$ cat src/ldl_pkg.sv
// shared constants, types and helpers for the ldl factorization block
package ldl_pkg;

  localparam int MAX_SIZE  = 8;
  localparam int FRAC_BITS = 16;
  localparam int DATA_W    = 32;
  localparam int CFG_W     = 4;
  localparam int IDX_W     = $clog2(MAX_SIZE);
  localparam int ADDR_W    = 2 * IDX_W;
  localparam int DEPTH     = MAX_SIZE * MAX_SIZE;
  localparam int QUO_W     = DATA_W + FRAC_BITS;
  localparam int PROD_W    = 2 * DATA_W;

  localparam logic signed [DATA_W-1:0] SMAX = {1'b0, {(DATA_W-1){1'b1}}};
  localparam logic signed [DATA_W-1:0] SMIN = {1'b1, {(DATA_W-1){1'b0}}};

  typedef logic signed [DATA_W-1:0] word_t;
  typedef logic [IDX_W-1:0]         idx_t;

  typedef enum logic [3:0] {
    ST_LOAD,
    ST_INIT,
    ST_INIT_W,
    ST_RDX,
    ST_RDY,
    ST_MUL1,
    ST_MUL2,
    ST_MUL3,
    ST_ACC,
    ST_FIN,
    ST_DIV,
    ST_EMIT_RD,
    ST_EMIT_LD,
    ST_EMIT_WAIT
  } state_e;

  // saturating difference a - b
  function automatic word_t sat_sub(word_t a, word_t b);
    logic signed [DATA_W:0] d;
    d = {a[DATA_W-1], a} - {b[DATA_W-1], b};
    if (d[DATA_W] != d[DATA_W-1]) begin
      sat_sub = d[DATA_W] ? SMIN : SMAX;
    end else begin
      sat_sub = d[DATA_W-1:0];
    end
  endfunction

  // order in use minus one, with out-of-range sizes clamped
  function automatic idx_t size_to_last(logic [CFG_W-1:0] s);
    if (s == '0) begin
      size_to_last = '0;
    end else if (int'(s) > MAX_SIZE) begin
      size_to_last = IDX_W'(MAX_SIZE - 1);
    end else begin
      size_to_last = IDX_W'(s - CFG_W'(1));
    end
  endfunction

endpackage

$ cat src/ldl_mul.sv
// shared fixed-point multiplier: registered product, floor shift and saturate
module ldl_mul import ldl_pkg::*; (
  input  logic  clk_i,
  input  word_t a_i,
  input  word_t b_i,
  output word_t res_o
);

  logic signed [PROD_W-1:0] prod_q;
  logic signed [PROD_W-1:0] shifted;
  logic [PROD_W-DATA_W:0]   hi_bits;

  always_ff @(posedge clk_i) begin
    prod_q <= a_i * b_i;
  end

  assign shifted = prod_q >>> FRAC_BITS;
  assign hi_bits = shifted[PROD_W-1:DATA_W-1];

  always_comb begin
    if ((&hi_bits) || !(|hi_bits)) begin
      res_o = shifted[DATA_W-1:0];
    end else begin
      res_o = shifted[PROD_W-1] ? SMIN : SMAX;
    end
  end

endmodule

$ cat config.mk
export PLATFORM = sky130hd
export DESIGN_NAME = ldl_mul
export DESIGN_NICKNAME = d
export VERILOG_FILES = /design/src/ldl_pkg.sv /design/src/ldl_mul.sv
export SDC_FILE = /design/constraint.sdc
export NUM_CORES = 2
export LEC_CHECK = 0
export ABC_CLOCK_PERIOD_IN_PS = 7350
export BUFFER_PORTS_ARGS = -buffer_cell sky130_fd_sc_hd__buf_2
export CAP_MARGIN = 20
export CELL_PAD_IN_SITES_DETAIL_PLACEMENT = 0
export CELL_PAD_IN_SITES_GLOBAL_PLACEMENT = 1
export CORE_UTILIZATION = 48
export CTS_CLUSTER_DIAMETER = 80
export CTS_CLUSTER_SIZE = 24
export DETAILED_ROUTE_END_ITERATION = 16
export PLACE_DENSITY_LB_ADDON = 0.1
export SLEW_MARGIN = 20
export SYNTH_ARGS = -nofsm -noshare
export SYNTH_HDL_FRONTEND = slang
export SYNTH_SLANG_ARGS = --single-unit
$ cat constraint.sdc
create_clock -name clk_i -period 7.35 [get_ports clk_i]
set_clock_uncertainty 0.15 [all_clocks]
set_input_delay 0 -clock clk_i [delete_from_list [all_inputs] [get_ports clk_i]]
set_output_delay 0 -clock clk_i [all_outputs]
set_load 0.01 [all_outputs]
==> metrics <==
number of port buffers=96; mux cell area share after synthesis=0; Nets=5,458; final core occ=0.5436; CTS tree=built; Compound-Gate Fraction of Synth Area=0.04014; Post-synth EDFFs=0; Synth Area in XOR/XNOR=0.01419; Most flops, register=prod_q; proportion of netlist area held by the largest area contributor=0.5844; CP required=7.39 ns; Num CTS Buffers=5; CP Depth=26; Simple-Gate Fraction of Synth Area=0.1555; first-pass GRT wire length=160.7 mm; CTS HTree Levels=2; post-route insts no fill=5,167; Hold Path Class=reg2out; CP max stage delay=0.57 ns; CP arrival=7.12 ns; drt total wl=99.05 mm; CP startpoint=a_i[9]; die area=0.07827 mm2; synthesized flop and latch total=48; P&R area growth vs syn=11.86%; I/O pins=97; Synth warnings=0; slowest CP cell=fa_1; status=finished clean; Die Height=279.8 um; Pre-Repair DR Iteration Count=5; Setup CP Type=in2reg; remaining antenna violation count=0; FILL cells=7,109; vias in the first global route=28,860; initial antenna violation count=2; placed insts=5,152; drt wl/cell=19.17 um; GRT Util Overall=0.2691; Final GP Congestion=0.8669; core area=0.07620 mm2; Synth area leaders=fa_1 58%, inv_1 9.8%, and2_1 8.6%; placed inst area=0.04092 mm2; critical path buffer and inverter count=6; Adder-Cell Fraction of Synth Area=0.6452; async set or reset register ratio after synthesis=0; Syn Nets=5,233; DR iter-0 viols=1,009; FP Rows=101; crit end category=flip-flop; DR vias=25,690; post-synthesis cell type count=59; Final setup viols=0; CTS Buffer Depth=2; largest net degree at the start of global routing=32; post-route setup slack=0.2716 ns; Max-Cap Viols=0; post-synthesis average cell area=9.479 um2; DP Worst Slack=-0.3195 ns; Fmax achieved=0.1413 GHz; cell mode on critical path=fa_1; die extent in x=279.8 um; Worst Tran Pin Value=0.4858 ns; CTS Root Cell=clkbuf_16; register area share after synthesis=0.02595; most frequently used flop master after synthesis=dfxtp_1; post-detail-place hpwl=89.52 mm; layout cells sized above 1=0.1159; DRC Markers=0; CP delay by family, top=adder cells; # clock sinks=48; combinational family with the most area after synthesis=adder cells; Clk pin slew, worst setup/hold paths=0.06 ns; gr ovfl total=0; Period minus WS final=7.078 ns; highest net fanout along the worst path=16; top flop regs=prod_q: 48 flops; Worst Setup EP=prod_q[62]; Initial Util=0.4860; Synth area leader=fa_1; Final Max Slew Viols=0; Syn Std Cell Area=0.03703 mm2; Hold Fails Final Rpt=0; CP startpoint kind=input port; fin crit share=0.9631; vias per cell=4.972; Max-slew headroom=0.6762; Post-Syn Instances=3,907; Largest register FFs=48; post-route cell area=0.04142 mm2
-- Yosys cell counts, types with 32 or more instances --
library cell	number
nor2_1	54
nand2_1	513
a21oi_1	54
ha_1	180
clkbuf_1	205
inv_1	963
fa_1	1081
xnor2_1	41
and2_1	510
dfxtp_1	48
a21o_1	71
o21ai_0	32
-- how the worst min path moves through the flow --
stage,from,depth (start not counted),to,slack [ns]
after detailed placement,prod_q[27],2,res_o[11],0.35
after floorplan,prod_q[63],1,res_o[31],0.26
after CTS,prod_q[27],2,res_o[11],0.67
final,prod_q[27],2,res_o[11],0.65
after global routing,prod_q[31],2,res_o[15],0.69
after global placement,prod_q[27],2,res_o[11],0.35
-- routing by layer --
metal	global-route usage	vias to the layer above	routed length [um]
li1	-	11560	-
met5	0	-	0
met1	0.3337	13560	39570
met2	0.4977	418	53400
met4	0.08869	0	3702
met3	0.01668	150	2376
-- layout make-up --
type                            instances  area, um2  share of cell area
Multi-Input combinational cell       2685      31800              0.7676
Inverter                              963       3618             0.08735
Timing Repair Buffer                  429       3597             0.08684
Tap cell                             1030       1289             0.03111
Sequential cell                        48      960.9             0.02320
Clock buffer                            7      142.6            0.003443
Antenna cell                            4      10.01           0.0002416
Clock inverter                          1      7.507           0.0001812
-- repair_timing --
| action | in CTS | in global routing |
|---|---|---|
| hold buffers | 0 | 0 |
| gates resized for setup | 1 | 110 |
| hold endpoints to repair | 0 | 0 |
| buffers inserted | 0 | 3 |
| pin swaps | 0 | 35 |
| endpoints found under the setup margin | 3 | 16 |
-- cells by family (layout without fill, tap and decap cells) --
group | after synthesis | count (layout)
flip-flops | 48 | 48
buffers and inverters | 1174 | 1400
AO/OA/AOI/OAI | 215 | 215
XOR/XNOR | 60 | 60
AND/OR/NAND/NOR | 1149 | 1149
adder cells (fa/ha/maj) | 1261 | 1261
other | 0 | 4
-- metrics by stage --
stage,setup TNS [ns],hold slack (ns)
6_report,0,0.6483
2_1_floorplan,0,0.2592
4_1_cts,0,0.6660
3_5_place_dp,-2.609,0.3493
3_3_place_gp,-2.032,0.3544
5_1_grt,-0.004241,0.6892
-- layout by cell type, fill, tap and decap left out, drive strengths merged, types with 4 or more instances in the layout --
cell type,count
o21ai,34
nor4,4
nor3,9
a21boi,4
xnor2,41
o21bai,6
o211ai,6
diode,4
inv,962
nor2b,7
o21a,8
a31oi,5
nand3,12
and2,510
dfxtp,48
fa,1081
xor2,19
nand2b,10
ha,180
nand4,19
clkbuf,28
buf,408
nand2,513
nor2,54
a221oi,4
a21o,71
a21oi,56
Power is not shown: default switching activity piles up to over one toggle a cycle in this logic, so the estimate is an artifact.
