`src/ldl_pkg.sv`:
```
// shared constants, types and helpers for the ldl factorization block
package ldl_pkg;

  localparam int MAX_SIZE  = 8;
  localparam int FRAC_BITS = 16;
  localparam int DATA_W    = 32;
  localparam int CFG_W     = 4;
  localparam int IDX_W     = $clog2(MAX_SIZE);
  localparam int ADDR_W    = 2 * IDX_W;
  localparam int DEPTH     = MAX_SIZE * MAX_SIZE;
  localparam int QUO_W     = DATA_W + FRAC_BITS;
  localparam int PROD_W    = 2 * DATA_W;

  localparam logic signed [DATA_W-1:0] SMAX = {1'b0, {(DATA_W-1){1'b1}}};
  localparam logic signed [DATA_W-1:0] SMIN = {1'b1, {(DATA_W-1){1'b0}}};

  typedef logic signed [DATA_W-1:0] word_t;
  typedef logic [IDX_W-1:0]         idx_t;

  typedef enum logic [3:0] {
    ST_LOAD,
    ST_INIT,
    ST_INIT_W,
    ST_RDX,
    ST_RDY,
    ST_MUL1,
    ST_MUL2,
    ST_MUL3,
    ST_ACC,
    ST_FIN,
    ST_DIV,
    ST_EMIT_RD,
    ST_EMIT_LD,
    ST_EMIT_WAIT
  } state_e;

  // saturating difference a - b
  function automatic word_t sat_sub(word_t a, word_t b);
    logic signed [DATA_W:0] d;
    d = {a[DATA_W-1], a} - {b[DATA_W-1], b};
    if (d[DATA_W] != d[DATA_W-1]) begin
      sat_sub = d[DATA_W] ? SMIN : SMAX;
    end else begin
      sat_sub = d[DATA_W-1:0];
    end
  endfunction

  // order in use minus one, with out-of-range sizes clamped
  function automatic idx_t size_to_last(logic [CFG_W-1:0] s);
    if (s == '0) begin
      size_to_last = '0;
    end else if (int'(s) > MAX_SIZE) begin
      size_to_last = IDX_W'(MAX_SIZE - 1);
    end else begin
      size_to_last = IDX_W'(s - CFG_W'(1));
    end
  endfunction

endpackage

```
`src/ldl_div.sv`:
```
// radix-2 restoring divider for (num << FRAC_BITS) / den, truncating and saturating
module ldl_div import ldl_pkg::*; (
  input  logic  clk_i,
  input  logic  rst_ni,
  input  logic  start_i,
  input  word_t num_i,
  input  word_t den_i,
  output logic  busy_o,
  output word_t quo_o
);

  localparam int CNT_W = $clog2(QUO_W + 1);

  logic             busy_q, busy_d;
  logic [CNT_W-1:0] cnt_q, cnt_d;
  logic [QUO_W-1:0] dvd_q, dvd_d;
  logic [DATA_W:0]  rem_q, rem_d;
  logic [DATA_W-1:0] dvs_q, dvs_d;
  logic             neg_q, neg_d;
  logic [DATA_W:0]  rem_sh;
  logic             fits;
  logic [DATA_W-1:0] abs_num, abs_den;

  assign abs_num = num_i[DATA_W-1] ? DATA_W'(-num_i) : DATA_W'(num_i);
  assign abs_den = den_i[DATA_W-1] ? DATA_W'(-den_i) : DATA_W'(den_i);
  assign rem_sh  = {rem_q[DATA_W-1:0], dvd_q[QUO_W-1]};
  assign fits    = rem_sh >= {1'b0, dvs_q};

  always_comb begin
    busy_d = busy_q;
    cnt_d  = cnt_q;
    dvd_d  = dvd_q;
    rem_d  = rem_q;
    dvs_d  = dvs_q;
    neg_d  = neg_q;
    if (start_i) begin
      busy_d = 1'b1;
      cnt_d  = CNT_W'(QUO_W);
      dvd_d  = {abs_num, {FRAC_BITS{1'b0}}};
      rem_d  = '0;
      dvs_d  = abs_den;
      neg_d  = num_i[DATA_W-1] ^ den_i[DATA_W-1];
    end else if (busy_q) begin
      // quotient bits shift in where dividend bits leave
      rem_d = fits ? (rem_sh - {1'b0, dvs_q}) : rem_sh;
      dvd_d = {dvd_q[QUO_W-2:0], fits};
      cnt_d = cnt_q - CNT_W'(1);
      if (cnt_q == CNT_W'(1)) begin
        busy_d = 1'b0;
      end
    end
  end

  always_ff @(posedge clk_i or negedge rst_ni) begin
    if (!rst_ni) begin
      busy_q <= 1'b0;
      cnt_q  <= '0;
    end else begin
      busy_q <= busy_d;
      cnt_q  <= cnt_d;
    end
  end

  always_ff @(posedge clk_i) begin
    dvd_q <= dvd_d;
    rem_q <= rem_d;
    dvs_q <= dvs_d;
    neg_q <= neg_d;
  end

  always_comb begin
    if (|dvd_q[QUO_W-1:DATA_W-1]) begin
      quo_o = neg_q ? SMIN : SMAX;
    end else if (neg_q) begin
      quo_o = -word_t'(dvd_q[DATA_W-1:0]);
    end else begin
      quo_o = word_t'(dvd_q[DATA_W-1:0]);
    end
  end

  assign busy_o = busy_q;

endmodule

```
`config.mk`:
```
export PLATFORM = sky130hd
export DESIGN_NAME = ldl_div
export DESIGN_NICKNAME = d
export VERILOG_FILES = /design/src/ldl_pkg.sv /design/src/ldl_div.sv
export SDC_FILE = /design/constraint.sdc
export NUM_CORES = 1
export LEC_CHECK = 0
export BUFFER_PORTS_ARGS = -buffer_cell sky130_fd_sc_hd__buf_2
export CAP_MARGIN = 40
export CORE_ASPECT_RATIO = 1.5
export CORE_MARGIN = 10
export CORE_UTILIZATION = 28
export CTS_CLUSTER_SIZE = 12
export DETAILED_ROUTE_END_ITERATION = 6
export PLACE_DENSITY = 0.49
export SLEW_MARGIN = 10
export SYNTH_ARGS = -nofsm -noshare
export SYNTH_HDL_FRONTEND = slang
export SYNTH_SLANG_ARGS = --single-unit
```
`constraint.sdc`:
```
create_clock -name clk_i -period 3.3 [get_ports clk_i]
set_input_delay 0.33 -clock clk_i [delete_from_list [all_inputs] [get_ports clk_i]]
set_output_delay 0.33 -clock clk_i [all_outputs]
set_load 0.01 [all_outputs]
```
==> metrics.md <==
| Metric | Value |
|---|---|
| Status | finished, final reports clean |
| Leak Pwr | approximately 4.4 nW |
| Post-Route Utilization | 33.8% |
| Vias | 7,989 |
| Post-synth EDFFs | 65 |
| Initial antenna violation count | 0 |
| Nets | 1,256 |
| Max-slew violations | 0 |
| GRT Overall Usage | between 10% and 20% |
| Critical Path Source Type | flip-flop |
| Drt total wl | 25.7 mm |
| Worst Tran Pin Value | roughly 800 ps |
| Die Y | about 240 microns |
| Final global-route overflow total | 0 |
| Min Tclk post-route | 3140 ps |
| Clock Skew | about 13 ps |
| Top Ports | 100 |
| Most frequent cells in the layout | nand2_1, buf_2, nor2_1 |
| Max incr delay on CP | 390 ps |
| Post-synth ARST share | 5.83% |
| Final Hold Violating Endpoints | 0 |
| Slew HR | 47.6% |
| Worst min-delay path class | input pin to flip-flop |
| Routed vias/inst | between 5 and 6 |
| CTS tree | done |
| Final setup vio count | 0 |
| Crit path from | dvd_q[9]$_SDFFE_PP0P_ |
| CTS buffer count | 17 |
| Largest net degree at the start of global routing | 62 |
| Mapped cell area | 0.00892 sq mm |
| Hold Startpoint | den_i[0] |
| Sequential-to-total area share from yosys stat | between 30% and 40% |
| Crit path required time | 2970 ps |
| First DRT Iteration DRCs | 484 |
| Clock transition at path regs | 60 ps |
| Setup Crit Path Kind | flip-flop to output pin |
| Number of global-route vias before repair | between 8,000 and 9,000 |
| Yosys cell types | 75 |
| Register bit count reported by yosys | 120 |
| R2R Path Start | dvs_q[3]$_DFFE_PP_ |
| IO Port Bufs | 99 |
| Setup TNS | 0 ps |
| RSZ-0062 raised after global routing | false |
| Initial Util | 28.2% |
| Crit-path cells | nor4_4, nand4_1, or3_4, or3_1, nor4_2, a21bo_2, nand2_1, o311ai_0, buf_2 |
| CP endpoint kind | output pin |
| Horiz. Die Dim | 166 microns |
| H-tree levels | 4 |
| Antenna Violating Nets Remaining | 0 |
| Most common cell after layout, fill and taps aside | nand2_1 |
| Syn_nets | 1,161 |
| Hold WS | between 150 and 200 ps |
| CP Max Fanout | 6 |
| Max VDD drop | 0.321 mV |
| Clk buf depth | 2 |
| Layout Cells excl Fill | 1,574 |
| Root Driver | clkbuf_16 |
| Filler cells | between 3,000 and 4,000 |
| Area of the multi-input gates | 0.00550 sq mm |
| Fraction of layout cells with a size suffix above 1 | 17.5% |
| Cells after DPL | approximately 1,500 |
| Pre-antenna DRT Iters | 5 |
| First-pass GRT wire length | 41.1 mm |
| Final HPWL from detailed placement | roughly 19 mm |
| Core area | 0.0316 sq mm |
| Maxcap violations | 0 |
| Avg WL per Cell | 16.3 microns |
| Cells after Synth | ~1,100 |
| Prevailing post-synth register cell | edfxtp_1 |
| Synth warn | 0 |
| Synthesis-to-layout area growth | 19.7% |
| CTS Sinks | 120 |
| Final Cycle Share | 95.2% |
| Worst Path Arrival | 2810 ps |
| Max Freq | 318 MHz |
| Standard-cell row count | 80 |
| Mean Syn Cell Area | around 8.5 sq um |
| Reg area | slightly above 0.003 sq mm |
| N_diodes | 0 |
| PD cells | roughly 640 mW/mm^2 |
| Skew-Pair Late Insertion Delay | between 400 and 500 ps |
| DRC violations left | 0 |
| Slowest-stage cell, CP | or3_4 |
| Final Wtd Congestion | a little under 0.9 |
| Die area | 0.0396 sq mm |
[critical path, delay by kind of cell, from the launching register on]
kind / cells / cell delay (ps)
AOI/OAI and AO/OA: 2 / 270
buffers and inverters: 1 / 200
DFF: 1 / 380
and+or+nand+nor: 6 / 1540
[cells in the mapped netlist, drive strengths merged (13+ instances only)]
cell type | number | area (sq um)
nand3 | 18 | 90.1
nand2b | 13 | 96.4
clkbuf | 53 | 200
o31ai | 24 | 213
ha | 37 | 463
a21o | 13 | 97.6
nor2 | 94 | 353
xnor2 | 48 | 420
nor4 | 20 | 138
dfxtp | 48 | 961
o311ai | 14 | 123
nor3 | 28 | 140
edfxtp | 65 | 1950
nand2 | 133 | 499
o21ai | 85 | 429
a21oi | 46 | 230
or3 | 21 | 146
inv | 48 | 180
mux2i | 36 | 360
xor2 | 44 | 385
a211oi | 21 | 158
[where the power goes]
group / leakage [nW] / internal [mW] / switching [mW]
Sequential: 1.14 / 1.87 / 0.225
Combinational: 2.98 / 1.26 / 1.62
Clock: 0.283 / 1.22 / 0.683
[layer usage]
| layer | GRT usage, % | routed length (microns) | share of wire (%) |
|---|---|---|---|
| met4 | 5.27 | 600 | 2.3 |
| met5 | 0 | 0 | 0 |
| met2 | 23.2 | 13300 | 52 |
| met1 | 13.7 | 10900 | 43 |
| met3 | 2.27 | 811 | 3.2 |
[kinds of logic after synthesis]
group           synth area share [%]
buf+inv                         4.75
mux                             4.04
simple gates                    21.1
xor+xnor                        9.03
fa+ha+maj                       5.41
compound gates                  21.1
flops                           34.6
[final cells by class]
class	instances	area share (%)
clock buffers	22	4.35
clock inverters	10	1.18
inverters	49	1.72
multi-input cells	825	51.5
flip-flops and latches	120	28.9
well taps	410	4.80
repair buffers	138	7.55
[worst paths after layout]
kind                                               end  slack, ps  cells after the start
worst max-delay path                         quo_o[27]        160                      9
worst min-delay path                dvs_q[0]$_DFFE_PP_        160                      1
worst max register to register   rem_q[1]$_SDFFE_PP0P_        330                     11
worst min register to register  rem_q[20]$_SDFFE_PP0P_        490                      2
max in group asynchronous             busy_o$_DFF_PN0_       2790                      2
min in group asynchronous         cnt_q[2]$_DFFE_PN0P_        330                      2
[stage by stage]
stage / cell area [sq um] / total power [mW] / setup slack (ps)
finish: 10700 / 6.88 / 158
global route: 10700 / 7.38 / 5.27
CTS: 10600 / 6.92 / 5.93
detailed placement: 9940 / 4.95 / 231
global placement: 9940 / 4.95 / 277
floorplan: 8920 / 4.15 / 594
[registers in the layout, indices dropped and copies added, names as in the netlist]
register	cells
neg_q	1
rem_q	32
busy_o	1
cnt_q	6
dvs_q	32
dvd_q	48
[what timing repair did]
| action | in CTS | in global routing |
|---|---|---|
| setup buffers | 0 | 8 |
| resized for setup | 3 | 12 |
| pin swaps | 1 | 4 |
| hold buffers | 1 | 0 |
| endpoints found under the hold margin | 7 | 0 |
| endpoints found under the setup margin | 1 | 11 |
Power figures use the tool's default switching activity.
